===== src/sv/mps_pkg.sv =====
// Shared constants, types and slot/tap helper functions for the Manchester pulse shaper.
// Depends on nothing; every other file of the block takes its names from here.
package mps_pkg;

	localparam int HALF_TAPS     = 16;
	localparam int SLOTS_PER_BIT = 8;
	localparam int COEFF_WIDTH   = 16;

	localparam int BYTE_SLOTS = 8 * SLOTS_PER_BIT;
	localparam int WIN_SLOTS  = 2 * BYTE_SLOTS + 2 * HALF_TAPS;
	localparam int FRAC_BITS  = COEFF_WIDTH - 2;
	localparam int ONE        = 1 << FRAC_BITS;

	// Field widths of the command and sample words.
	localparam int OPCODE_W = 2;
	localparam int CIDX_W   = 5;
	localparam int CVAL_W   = 16;
	localparam int BYTE_W   = 8;
	localparam int DAC_W    = 8;

	localparam int IDX_W  = $clog2(WIN_SLOTS);
	localparam int CNT_W  = $clog2(BYTE_SLOTS + 1);
	localparam int BIT_W  = $clog2(BYTE_SLOTS);
	localparam int SLOT_W = $clog2(SLOTS_PER_BIT);
	localparam int ACC_W  = COEFF_WIDTH + 2 + $clog2(HALF_TAPS + 1);
	localparam int POS_W  = FRAC_BITS + 2;
	localparam int NGRP   = 4;

	localparam logic [DAC_W-1:0] DAC_MID = 8'h80;

	typedef enum logic [OPCODE_W-1:0] {
		OP_LOAD  = 2'd0,
		OP_DATA  = 2'd1,
		OP_FLUSH = 2'd2
	} opcode_t;

	typedef logic signed [COEFF_WIDTH-1:0] coef_t;
	typedef logic signed [ACC_W-1:0]       acc_t;
	typedef logic signed [1:0]             slot_t;

	localparam slot_t SLOT_POS = 2'sb01;
	localparam slot_t SLOT_NEG = 2'sb11;

	// One sample to be shaped: the window contents and the sample position.
	typedef struct packed {
		logic              vld;
		logic              last;
		logic [BYTE_W-1:0] prev;
		logic              prev_vld;
		logic [BYTE_W-1:0] cur;
		logic              cur_vld;
		logic [IDX_W-1:0]  idx;
	} issue_t;

	// Value of one slot of the two-byte window; slots past both bytes are zero.
	function automatic slot_t slot_val(input logic [IDX_W-1:0] pos, input logic [BYTE_W-1:0] prev,
			input logic pv, input logic [BYTE_W-1:0] cur, input logic cv);
		logic [BYTE_W-1:0] bits;
		logic              on;
		logic [BIT_W-1:0]  off;
		logic [2:0]        k;
		logic [SLOT_W-1:0] j;
		slot_t             v;
		bits = prev;
		on   = pv;
		if (pos >= IDX_W'(2 * BYTE_SLOTS)) begin
			on = 1'b0;
		end else if (pos >= IDX_W'(BYTE_SLOTS)) begin
			bits = cur;
			on   = cv;
		end
		off = BIT_W'(pos % BYTE_SLOTS);
		k   = 3'(off / SLOTS_PER_BIT);
		j   = SLOT_W'(off % SLOTS_PER_BIT);
		v   = '0;
		if (on) begin
			if (j == SLOT_W'(0)) begin
				v = bits[3'd7 - k] ? SLOT_POS : SLOT_NEG;
			end else if (j == SLOT_W'(SLOTS_PER_BIT / 2)) begin
				v = bits[3'd7 - k] ? SLOT_NEG : SLOT_POS;
			end
		end
		return v;
	endfunction

	// Coefficient times a slot sum in -2..2: only shifts and negation.
	function automatic acc_t tap_term(input coef_t c, input logic signed [2:0] s);
		acc_t e;
		acc_t r;
		e = acc_t'(c);
		case (s)
			3'sb001: r = e;
			3'sb010: r = e <<< 1;
			3'sb111: r = -e;
			3'sb110: r = -(e <<< 1);
			default: r = '0;
		endcase
		return r;
	endfunction

endpackage


===== src/sv/mps_cmd_if.sv =====
// Command channel of the Manchester pulse shaper: valid/ready plus the command word.
// Depends on mps_pkg for the field widths.
interface mps_cmd_if;
	logic                             valid;
	logic                             ready;
	logic [mps_pkg::OPCODE_W-1:0]     opcode;
	logic [mps_pkg::CIDX_W-1:0]       coeff_index;
	logic signed [mps_pkg::CVAL_W-1:0] coeff_value;
	logic [mps_pkg::BYTE_W-1:0]       data_byte;

	modport source (output valid, output opcode, output coeff_index, output coeff_value,
		output data_byte, input ready);
	modport sink (input valid, input opcode, input coeff_index, input coeff_value,
		input data_byte, output ready);
endinterface


===== src/sv/mps_dac_if.sv =====
// Sample channel of the Manchester pulse shaper: valid/ready plus one DAC sample word.
// Depends on mps_pkg for the field widths.
interface mps_dac_if;
	logic                       valid;
	logic                       ready;
	logic [mps_pkg::DAC_W-1:0]  dac_sample;
	logic                       last_of_run;

	modport source (output valid, output dac_sample, output last_of_run, input ready);
	modport sink (input valid, input dac_sample, input last_of_run, output ready);
endinterface


===== src/sv/mps_seq.sv =====
// Command buffer, coefficient table, frame state and the sample sequencer.
// Depends on mps_pkg and mps_cmd_if.
module mps_seq (
	input  logic            clk,
	input  logic            arst_n,
	mps_cmd_if.sink         cmd,
	input  logic            adv,
	output mps_pkg::issue_t issue,
	output mps_pkg::coef_t  coef [mps_pkg::HALF_TAPS+1]
);

	logic                              hold_vld_q;
	mps_pkg::opcode_t                  hold_op_q;
	logic [mps_pkg::CIDX_W-1:0]        hold_cidx_q;
	logic signed [mps_pkg::CVAL_W-1:0] hold_cval_q;
	logic [mps_pkg::BYTE_W-1:0]        hold_byte_q;

	mps_pkg::coef_t             coef_q [mps_pkg::HALF_TAPS+1];
	logic [mps_pkg::BYTE_W-1:0] hist_q;
	logic                       started_q;

	logic                       active_q;
	logic [mps_pkg::CNT_W-1:0]  remain_q;
	logic [mps_pkg::IDX_W-1:0]  idx_q;
	logic [mps_pkg::BYTE_W-1:0] prev_q;
	logic                       prev_vld_q;
	logic [mps_pkg::BYTE_W-1:0] cur_q;
	logic                       cur_vld_q;

	logic cmd_acc;
	logic take;

	always_comb begin
		issue.vld      = active_q;
		issue.last     = (remain_q == mps_pkg::CNT_W'(1));
		issue.prev     = prev_q;
		issue.prev_vld = prev_vld_q;
		issue.cur      = cur_q;
		issue.cur_vld  = cur_vld_q;
		issue.idx      = idx_q;
		// The held word moves on once the previous run has issued its last sample.
		take      = hold_vld_q && (!active_q || (adv && issue.last));
		cmd.ready = !hold_vld_q || take;
		cmd_acc   = cmd.valid && cmd.ready;
	end

	assign coef = coef_q;

	always_ff @(posedge clk or negedge arst_n) begin
		if (!arst_n) begin
			hold_vld_q <= 1'b0;
			active_q   <= 1'b0;
			remain_q   <= '0;
			hist_q     <= '0;
			started_q  <= 1'b0;
			for (int j = 0; j <= mps_pkg::HALF_TAPS; j++) begin
				coef_q[j] <= '0;
			end
		end else begin
			if (cmd_acc) begin
				hold_vld_q <= 1'b1;
			end else if (take) begin
				hold_vld_q <= 1'b0;
			end
			if (take) begin
				case (hold_op_q)
					mps_pkg::OP_LOAD: begin
						active_q <= 1'b0;
						remain_q <= '0;
						for (int j = 0; j <= mps_pkg::HALF_TAPS; j++) begin
							if (int'(hold_cidx_q) == j) begin
								coef_q[j] <= mps_pkg::coef_t'(hold_cval_q);
							end
						end
					end
					mps_pkg::OP_DATA: begin
						active_q  <= 1'b1;
						remain_q  <= started_q ? mps_pkg::CNT_W'(mps_pkg::BYTE_SLOTS)
							: mps_pkg::CNT_W'(mps_pkg::BYTE_SLOTS - 2 * mps_pkg::HALF_TAPS);
						hist_q    <= hold_byte_q;
						started_q <= 1'b1;
					end
					mps_pkg::OP_FLUSH: begin
						active_q  <= started_q;
						remain_q  <= started_q ? mps_pkg::CNT_W'(2 * mps_pkg::HALF_TAPS) : '0;
						hist_q    <= '0;
						started_q <= 1'b0;
					end
					default: begin
						active_q <= 1'b0;
						remain_q <= '0;
					end
				endcase
			end else if (active_q && adv) begin
				remain_q <= remain_q - mps_pkg::CNT_W'(1);
				if (issue.last) begin
					active_q <= 1'b0;
				end
			end
		end
	end

	always_ff @(posedge clk) begin
		if (cmd_acc) begin
			hold_op_q   <= mps_pkg::opcode_t'(cmd.opcode);
			hold_cidx_q <= cmd.coeff_index;
			hold_cval_q <= cmd.coeff_value;
			hold_byte_q <= cmd.data_byte;
		end
		if (take) begin
			prev_q <= hist_q;
			cur_q  <= hold_byte_q;
			case (hold_op_q)
				mps_pkg::OP_DATA: begin
					prev_vld_q <= started_q;
					cur_vld_q  <= 1'b1;
					idx_q      <= started_q
						? mps_pkg::IDX_W'(mps_pkg::BYTE_SLOTS - 2 * mps_pkg::HALF_TAPS)
						: mps_pkg::IDX_W'(mps_pkg::BYTE_SLOTS);
				end
				mps_pkg::OP_FLUSH: begin
					prev_vld_q <= 1'b1;
					cur_vld_q  <= 1'b0;
					idx_q      <= mps_pkg::IDX_W'(mps_pkg::BYTE_SLOTS - 2 * mps_pkg::HALF_TAPS);
				end
				default: begin
				end
			endcase
		end else if (active_q && adv) begin
			idx_q <= idx_q + mps_pkg::IDX_W'(1);
		end
	end

`ifndef SYNTHESIS
	a_active_count: assert property (@(posedge clk) disable iff (!arst_n)
		active_q |-> remain_q != '0)
		else $error("run active with no samples left");
	a_window_bound: assert property (@(posedge clk) disable iff (!arst_n)
		issue.vld |-> (int'(issue.idx) + 2 * mps_pkg::HALF_TAPS) < mps_pkg::WIN_SLOTS)
		else $error("sample reaches past the slot window");
	a_data_opens: assert property (@(posedge clk) disable iff (!arst_n)
		take && hold_op_q == mps_pkg::OP_DATA |=> started_q && active_q)
		else $error("data byte did not open a run");
	a_hold_fill: assert property (@(posedge clk) disable iff (!arst_n)
		cmd_acc |=> hold_vld_q)
		else $error("accepted word lost from the hold register");
`endif

endmodule


===== src/sv/mps_fir.sv =====
// Three-stage shaping pipeline: tap partial sums, sum and clamp, offset-binary mapping.
// Depends on mps_pkg and mps_dac_if.
module mps_fir (
	input  logic            clk,
	input  logic            arst_n,
	input  mps_pkg::issue_t issue,
	input  mps_pkg::coef_t  coef [mps_pkg::HALF_TAPS+1],
	output logic            adv,
	mps_dac_if.source       dac
);

	mps_pkg::acc_t part_c  [mps_pkg::NGRP];
	mps_pkg::acc_t part_s1 [mps_pkg::NGRP];
	logic          vld_s1;
	logic          last_s1;

	mps_pkg::acc_t             acc_c;
	mps_pkg::acc_t             clip_c;
	mps_pkg::acc_t             shift_c;
	logic [mps_pkg::POS_W-1:0] pos_s2;
	logic                      vld_s2;
	logic                      last_s2;

	logic [mps_pkg::POS_W+7:0] scale_c;
	logic [mps_pkg::DAC_W-1:0] dac_s3;
	logic                      vld_s3;
	logic                      last_s3;

	assign adv = !vld_s3 || dac.ready;

	// Stage 1: one term per tap pair, folded into a few partial sums.
	always_comb begin
		mps_pkg::slot_t    a;
		mps_pkg::slot_t    b;
		logic signed [2:0] s;
		for (int g = 0; g < mps_pkg::NGRP; g++) begin
			part_c[g] = '0;
		end
		for (int t = 0; t <= mps_pkg::HALF_TAPS; t++) begin
			a = mps_pkg::slot_val(issue.idx + mps_pkg::IDX_W'(t), issue.prev, issue.prev_vld,
				issue.cur, issue.cur_vld);
			b = mps_pkg::slot_val(issue.idx + mps_pkg::IDX_W'(2 * mps_pkg::HALF_TAPS - t),
				issue.prev, issue.prev_vld, issue.cur, issue.cur_vld);
			if (t < mps_pkg::HALF_TAPS) begin
				s = {a[1], a} + {b[1], b};
			end else begin
				s = {a[1], a};
			end
			part_c[t % mps_pkg::NGRP] = part_c[t % mps_pkg::NGRP] + mps_pkg::tap_term(coef[t], s);
		end
	end

	// Stage 2: full sum, clamp to plus or minus one, shift to an unsigned range.
	always_comb begin
		acc_c = '0;
		for (int g = 0; g < mps_pkg::NGRP; g++) begin
			acc_c = acc_c + part_s1[g];
		end
		clip_c = acc_c;
		if (acc_c > mps_pkg::acc_t'(mps_pkg::ONE)) begin
			clip_c = mps_pkg::acc_t'(mps_pkg::ONE);
		end else if (acc_c < -mps_pkg::acc_t'(mps_pkg::ONE)) begin
			clip_c = -mps_pkg::acc_t'(mps_pkg::ONE);
		end
		shift_c = clip_c + mps_pkg::acc_t'(mps_pkg::ONE);
	end

	// Stage 3: round(127.5 * s + 127.5) as (255 * pos + one) / (2 * one).
	assign scale_c = {pos_s2, 8'b0} - (mps_pkg::POS_W + 8)'(pos_s2)
		+ (mps_pkg::POS_W + 8)'(mps_pkg::ONE);

	always_ff @(posedge clk or negedge arst_n) begin
		if (!arst_n) begin
			vld_s1 <= 1'b0;
			vld_s2 <= 1'b0;
			vld_s3 <= 1'b0;
		end else if (adv) begin
			vld_s1 <= issue.vld;
			vld_s2 <= vld_s1;
			vld_s3 <= vld_s2;
		end
	end

	always_ff @(posedge clk) begin
		if (adv) begin
			part_s1 <= part_c;
			last_s1 <= issue.last;
			pos_s2  <= shift_c[mps_pkg::POS_W-1:0];
			last_s2 <= last_s1;
			dac_s3  <= scale_c[mps_pkg::FRAC_BITS+1 +: mps_pkg::DAC_W];
			last_s3 <= last_s2;
		end
	end

	assign dac.valid       = vld_s3;
	assign dac.dac_sample  = dac_s3;
	assign dac.last_of_run = last_s3;

`ifndef SYNTHESIS
	a_pos_range: assert property (@(posedge clk) disable iff (!arst_n)
		vld_s2 |-> pos_s2 <= mps_pkg::POS_W'(2 * mps_pkg::ONE))
		else $error("clamped sample out of range");
	a_stall_hold: assert property (@(posedge clk) disable iff (!arst_n)
		vld_s3 && !dac.ready |=> $stable(pos_s2) && $stable(vld_s2))
		else $error("pipeline moved during a stall");
	a_mid_level: assert property (@(posedge clk) disable iff (!arst_n)
		vld_s2 && adv && pos_s2 == mps_pkg::POS_W'(mps_pkg::ONE)
		|=> dac.dac_sample == mps_pkg::DAC_MID)
		else $error("zero level not mapped to mid scale");
`endif

endmodule


===== src/sv/manchester_pulse_shaper.sv =====
// Top level of the Manchester pulse shaper: sequencer and shaping pipeline.
// Depends on mps_pkg, mps_cmd_if, mps_dac_if, mps_seq and mps_fir.
//
//   Channel  Direction  Word contents
//   cmd      in         opcode, coeff_index, coeff_value, data_byte
//   dac      out        dac_sample, last_of_run
//
// A data byte yields 64 samples (32 for the first byte of a frame), a flush after data
// yields 32, and loads or an idle flush yield none. The sample counter in the sequencer
// issues one sample per cycle while dac does not stall, and each sample passes through
// the registers of the shaping pipeline before it appears on dac.
// One command word is held while a run is still issuing; the next run starts in the cycle
// after the last sample of the previous one is issued, so samples stream without gaps.
// A stall on dac freezes the whole shaping pipeline and the sample counter.
// Reset clears the coefficients to zero and closes any open frame.
module manchester_pulse_shaper (
	input logic       clk,
	input logic       arst_n,
	mps_cmd_if.sink   cmd,
	mps_dac_if.source dac
);

	// Sample issued by the sequencer toward the pipeline, and the live tap weights.
	mps_pkg::issue_t issue;
	mps_pkg::coef_t  coef [mps_pkg::HALF_TAPS+1];
	// High when the pipeline can move one step this cycle.
	logic            adv;

	// Holds the next command word, keeps the coefficient table and the frame state, and
	// counts out the sample positions of each run.
	mps_seq u_seq (
		.clk    (clk),
		.arst_n (arst_n),
		.cmd    (cmd),
		.adv    (adv),
		.issue  (issue),
		.coef   (coef)
	);

	// Forms the 33-tap filter output from the slot window, clamps it and maps it to a
	// DAC code; its last stage is the output register of the dac channel.
	mps_fir u_fir (
		.clk    (clk),
		.arst_n (arst_n),
		.issue  (issue),
		.coef   (coef),
		.adv    (adv),
		.dac    (dac)
	);

endmodule


===== src/flat_wrapper.sv =====
// flat-port wrapper written by rule: the top's interface ports become plain ports
module manchester_pulse_shaper_flat 
  (clk, arst_n, cmd_valid, cmd_opcode, cmd_coeff_index, cmd_coeff_value, cmd_data_byte, cmd_ready, dac_valid, dac_dac_sample, dac_last_of_run, dac_ready);
  mps_cmd_if cmd_i ();
  mps_dac_if dac_i ();
  input logic clk;
  input logic arst_n;
  input wire logic [$bits(cmd_i.valid)-1:0] cmd_valid;
  input wire logic [$bits(cmd_i.opcode)-1:0] cmd_opcode;
  input wire logic [$bits(cmd_i.coeff_index)-1:0] cmd_coeff_index;
  input wire logic [$bits(cmd_i.coeff_value)-1:0] cmd_coeff_value;
  input wire logic [$bits(cmd_i.data_byte)-1:0] cmd_data_byte;
  output wire logic [$bits(cmd_i.ready)-1:0] cmd_ready;
  output wire logic [$bits(dac_i.valid)-1:0] dac_valid;
  output wire logic [$bits(dac_i.dac_sample)-1:0] dac_dac_sample;
  output wire logic [$bits(dac_i.last_of_run)-1:0] dac_last_of_run;
  input wire logic [$bits(dac_i.ready)-1:0] dac_ready;
  assign cmd_i.valid = cmd_valid;
  assign cmd_i.opcode = cmd_opcode;
  assign cmd_i.coeff_index = cmd_coeff_index;
  assign cmd_i.coeff_value = cmd_coeff_value;
  assign cmd_i.data_byte = cmd_data_byte;
  assign cmd_ready = cmd_i.ready;
  assign dac_valid = dac_i.valid;
  assign dac_dac_sample = dac_i.dac_sample;
  assign dac_last_of_run = dac_i.last_of_run;
  assign dac_i.ready = dac_ready;
  manchester_pulse_shaper u_core (.clk(clk), .arst_n(arst_n), .cmd(cmd_i), .dac(dac_i));
endmodule

===== config.mk =====
export PLATFORM = sky130hd
export DESIGN_NAME = manchester_pulse_shaper_flat
export DESIGN_NICKNAME = d
export VERILOG_FILES = /design/src/sv/mps_pkg.sv /design/src/sv/mps_cmd_if.sv /design/src/sv/mps_dac_if.sv /design/src/sv/mps_seq.sv /design/src/sv/mps_fir.sv /design/src/sv/manchester_pulse_shaper.sv /design/src/flat_wrapper.sv
export SDC_FILE = /design/constraint.sdc
export NUM_CORES = 2
export LEC_CHECK = 0
export BUFFER_PORTS_ARGS = -buffer_cell sky130_fd_sc_hd__buf_2
export CORE_ASPECT_RATIO = 1.5
export CORE_UTILIZATION = 35
export DETAILED_ROUTE_END_ITERATION = 10
export PLACE_DENSITY = 0.56
export SKIP_CTS_REPAIR_TIMING = 1
export SYNTH_ARGS = -nofsm -noshare
export SYNTH_HDL_FRONTEND = slang
export SYNTH_SLANG_ARGS = --single-unit

===== constraint.sdc =====
create_clock -name clk -period 11.12 [get_ports clk]
set_clock_uncertainty 0.15 [all_clocks]
set_input_delay 1.668 -clock clk [delete_from_list [all_inputs] [get_ports clk]]
set_output_delay 1.668 -clock clk [all_outputs]
set_load 0.02 [all_outputs]

Yosys cells after proc, flatten, opt, wreduce, memory -nomap -nowiden
Index checks and enable logic that the tools add are counted.

storage, ports and cells
  memory bits (read-only) = 0
  bits in registers = 469
  latch bits = 0
  RAM bits = 0
  output and inout bits = 11
  logic and storage cells = 869
  memories kept = 0
  input port bits = 35

cells by class
  reduce and logical (&&, ||, !) cells = 69
  divide/modulo/power cells = 0
  magnitude comparators = 101
  $add $sub $neg = 135
  multipliers = 0
  equality and inequality tests = 121
  bitwise logic cells = 0
  mux-type cells = 400
  shift operators = 0

operator list
  operator                                                                              count
  23-bit case mux with 4 select lines                                                   17
  8-bit 2-to-1 mux                                                                      68
  16-bit negation with 23-bit output                                                    17
  17-bit negation with 23-bit output                                                    17
  23-bit adder                                                                          16
  2-bit 2-to-1 mux                                                                      165
  8-bit by 7-bit greater-or-equal comparator with 1-bit output (second input constant)  33
  8-bit greater-or-equal comparator (second input constant)                             33
  3-bit == test (second input constant)                                                 67
  3-bit by 4-bit less-than comparator with 1-bit output (second input constant)         33
  8-bit by 5-bit adder with 8-bit output (second input constant)                        16
  1-bit 2-to-1 mux                                                                      104
  1-bit binary-select mux with 3-bit select                                             33
  3-bit zero test                                                                       33
  3-bit subtractor (first input constant)                                               33
  8-bit by 4-bit adder with 8-bit output (second input constant)                        8
  3-bit by 1-bit == test with 1-bit output (second input constant)                      17
  3-bit by 2-bit == test with 1-bit output (second input constant)                      17
  3-bit AND reduction                                                                   17
  2-bit by 2-bit adder with 3-bit output                                                16
  5-bit == test (second input constant)                                                 9
  8-bit by 3-bit adder with 8-bit output (second input constant)                        4
  16-bit 2-to-1 mux                                                                     2
  8-bit case mux with 2 select lines                                                    2
  other kinds (27)                                                                      49

Depth between registers and ports, before layout
  depth in word-level cells = 17
  mapped depth = 36

Hierarchy
Synthesis repeated with hierarchy kept, for this count alone.

second synthesis, totals
  cell total of the unflattened synthesis = 5,548
  area total of the unflattened synthesis = 52,197.6 um^2

modules (own cells, without submodules)
  module   area an instance (um^2)  instances  cells an instance  seq. area each (um^2)
  mps_fir  38,484.4                 1          4,739              3,648.5
  mps_seq  13,713.2                 1          809                8,968.6

Worst setup path before layout
No wires, ideal clock.

  path type = register to register
  start = register u_core.u_seq.idx_q[4] in the netlist's numbering
  end = register u_core.u_fir.part_s1[91] in the netlist's numbering, data pin
  arrival time = 8.648 ns
  buffers on the path = 4
  cell stages (with the launch flop) = 34
  path slack = 2.054 ns
  path through = edfxtp_1 -> clkbuf_1 -> inv_1 -> buf_1 -> ha_1 -> clkbuf_1 -> a21boi_0 -> nor2b_1 -> xnor2_1 -> and2_1 -> mux4_2 -> mux4_2 -> mux2_2 -> nand2_1 -> fa_1 -> nor2b_1 -> clkbuf_1 -> a21oi_1 -> a21oi_1 -> nand2_1 -> o21ai_0 -> fa_1 -> fa_1 -> fa_1 -> ha_1 -> o21a_1 -> o21ai_0 -> a41oi_1 -> o21ai_0 -> a21boi_0 -> o21a_1 -> o21ai_0 -> o211ai_1 -> xnor3_1

RTL lines
  element                   RTL line        source
  start: declaration        mps_seq.sv:24   logic [mps_pkg::IDX_W-1:0] idx_q;
  start signal: assignment  mps_seq.sv:117  idx_q <= started_q
  start signal: assignment  mps_seq.sv:124  idx_q <= mps_pkg::IDX_W'(mps_pkg::BYTE_SLOTS - 2 * mps_pkg::HALF_TAPS);
  start signal: assignment  mps_seq.sv:130  idx_q <= idx_q + mps_pkg::IDX_W'(1);
  end signal: assignment    mps_fir.sv:86   part_s1 <= part_c;
  end: declaration          mps_fir.sv:13   mps_pkg::acc_t part_s1 [mps_pkg::NGRP];

==> impl_metrics.json <==
{
  "run_status": "finished clean",
  "grt_max_degree": 140,
  "yosys.cell_count.top_type": "nor2_1",
  "power_frac_comb_pct": 30.8,
  "dpl_cell_area_mm2": 0.05350,
  "die_h_um": 473.1,
  "drc_errors": 0,
  "ys_types": 92,
  "rrSetupSlack_ps": 1200,
  "first_global_vias": 41825,
  "cp_max_fo": 15,
  "p_clk_share_pct": 34.4,
  "firstDrtPassIters": 8,
  "grt_pass1_wl_um": 261800,
  "dp_slack_ps": 1302,
  "yosys-top-cells-count": "nor2_1, nand2_1, clkbuf_1, xnor2_1, o21ai_0",
  "syn_area_mm2": 0.05178,
  "synthTopCellsByArea": "dfrtp_1, fa_1, edfxtp_1, mux4_2, mux2_2",
  "synth_edf_count": 176,
  "cts-root-buf": "clkbuf_16",
  "clkTransAtPathRegs_ps": 70,
  "setup_slack_ps": 1201,
  "die_area_mm2": 0.1495,
  "routed_wl_um": 175000,
  "clk_latency_ps": 670,
  "seq_area_mm2": 0.01262,
  "worstSetupStartpointType": "flop",
  "wl_per_cell_um": 23.73,
  "worstMarginPinSlew_ps": 1271,
  "synth_top_area_cell": "dfrtp_1",
  "rsz0062_at_grt": "false",
  "slew_headroom_pct": 15.10,
  "vias": 42635,
  "final_area_mm2": 0.05529,
  "p_sw_share_pct": 35.10,
  "required_ps": 11380,
  "p_sw_mw": 1.908,
  "powerDensity_mw_per_mm2": 98.29,
  "gp_congestion": 0.9305,
  "track_usage_pct": 23.08,
  "synthesis.nets": 6163,
  "core_mm2": 0.1466,
  "cts.sinks": 469,
  "setup_viol": 0,
  "path_class": "flop to flop",
  "io_buffers": 45,
  "hpwl_um": 126600,
  "nets": 5913,
  "rows": 172,
  "ys_seq_area_share_pct": 24.37,
  "leakage_nw": 23.21,
  "syn-instance-count": 5661,
  "avgSynthCellArea_um2": 9.147,
  "antenna_found_initial": 12,
  "path_delay_family": "adder cells",
  "path_buf_inv": 1,
  "period_share_pct": 89.20,
  "layout-drive-gt1-share_pct": 13.62,
  "cp-end-kind": "flop",
  "antenna_left": 0,
  "synth-main-ff-cell": "dfrtp_1",
  "fmax_ghz": 0.1008,
  "tns_ps": 0,
  "min_path_type": "flop to flop",
  "ys_seq_elements": 469,
  "final-hold-violation-count": 0,
  "cts_made_buffers": 53,
  "cts_tree": "built",
  "drt-vias-per-instance": 5.779,
  "drv_slew": 0,
  "cp_data_arrival_time_ps": 10180,
  "synth_top_area_share_pct": 14.16,
  "period_minus_slack_ps": 9919,
  "num_io_pins": 46,
  "area_growth_pct": 6.770,
  "cp_slowest_cell": "nor2b_1",
  "dr.first_iter.drc_count": 3403,
  "h-tree-depth": 2,
  "num-fill-cells": 14670,
  "max_stage_delay_ps": 740,
  "ir_drop_mv": 0.1136,
  "die_width_um": 316.1,
  "multi_input_area_mm2": 0.03627,
  "synth_warnings": 0,
  "async_reset_ff_share_pct": 62.47,
  "cts.path.max_buffers": 3,
  "drv_cap": 0,
  "overflow": 0,
  "initial_utilization_pct": 35.33,
  "pwr-share-seq_pct": 34.8,
  "intPower_mw": 3.527
}
==> placed cells by master, fill, tap and decap left out, types with 198 or more instances in the layout <==
cell       n
nor2_1   452
nand2_1  429
xnor2_1  372
o21ai_0  352
inv_1    318
mux2_2   297
dfrtp_1  293
a21oi_1  271
fa_1     269
xor2_1   209
ha_1     198
==> power by group through the flow <==
| stage | sequential, mW | combinational, mW | clock (mW) |
|---|---|---|---|
| after CTS | 1.89 | 1.67 | 1.93 |
| after global routing | 1.90 | 1.81 | 1.97 |
| after floorplan | 1.91 | 1.23 | 0 |
| after detailed placement | 1.93 | 1.66 | 0 |
| after global placement | 1.92 | 1.64 | 0 |
| final | 1.89 | 1.68 | 1.87 |
==> cell type report <==
class	instances	area share, %
timing repair buffer	145	1.806
clock inverter	42	0.7672
multi-input combinational	4417	65.60
sequential	469	22.82
tap	1914	4.331
clock buffer	58	2.433
inverter	325	2.211
antenna	7	0.03168
==> logic make-up (layout without fill, tap and decap cells) <==
kind of cell	count (synthesis)	after routing	share of synthesized area, %
buffers and inverters	775	570	5.656
muxes	555	555	15.14
DFF	469	469	24.37
adders and majority gates	467	467	15.18
xor gates and xnor gates	583	583	9.887
AOI/OAI and AO/OA	1167	1167	14.42
and+or+nand+nor	1645	1645	15.34
other	0	7	0
==> per-layer routing <==
layer / vias to the layer above / global-route usage, % / share of wire, %
met5: - / 0 / 0
met4: 0 / 15.21 / 7.1
met3: 464 / 3.154 / 5.5
met2: 1569 / 40.41 / 50
met1: 21173 / 25.98 / 37
li1: 19429 / - / -
==> registers in the layout, summed over array words and instances (netlist names), 2 cells and up <==
name / count
u_core.u_seq.coef: 272
u_core.u_fir.part_s1: 92
u_core.u_fir.pos_s2: 16
u_core.u_seq.hold_cval_q: 16
u_core.u_fir.dac.dac_sample: 8
u_core.u_seq.cur_q: 8
u_core.u_seq.hist_q: 8
u_core.u_seq.hold_byte_q: 8
u_core.u_seq.idx_q: 8
u_core.u_seq.prev_q: 8
u_core.u_seq.remain_q: 7
u_core.u_seq.hold_cidx_q: 5
u_core.u_seq.hold_op_q: 2
==> per-stage QoR <==
| step | instances | util (%) | total power [mW] | hold WS, ps |
|---|---|---|---|---|
| after floorplan | 5661 | - | 3.146 | 250.3 |
| after global routing | 7371 | 37.72 | 5.676 | 281.4 |
| after detailed placement | 7270 | 36.51 | 3.583 | 264.6 |
| after global placement | 7270 | 36.51 | 3.566 | 258.0 |
| after CTS | 7370 | 37.71 | 5.482 | 279.2 |
| final | 7377 | 37.73 | 5.434 | 276.0 |
==> worst reg2reg max path, delay by kind of cell, from the launching register on <==
family | cells | cell delay, ps
adders and majority gates | 6 | 3060
AOI/OAI and AO/OA | 12 | 2500
muxes | 3 | 1240
and+or+nand+nor | 5 | 1220
xor gates and xnor gates | 2 | 560
buffers and inverters | 1 | 540
DFF | 1 | 390
==> worst paths after layout <==
path                                            start                  endpoint  cells past startpoint
worst max register to register  u_core.u_seq.idx_q[3]  u_core.u_fir.part_s1[91]                     29
max in group asynchronous                      arst_n     u_core.u_seq.coef[31]                      2
worst min-delay path             u_core.u_fir.last_s1      u_core.u_fir.last_s2                      0
min in group asynchronous                      arst_n    u_core.u_seq.coef[269]                      1
worst max-delay path            u_core.u_seq.idx_q[3]  u_core.u_fir.part_s1[91]                     29
worst min register to register   u_core.u_fir.last_s1      u_core.u_fir.last_s2                      0
No activity file was read; power rests on OpenSTA's default activity.
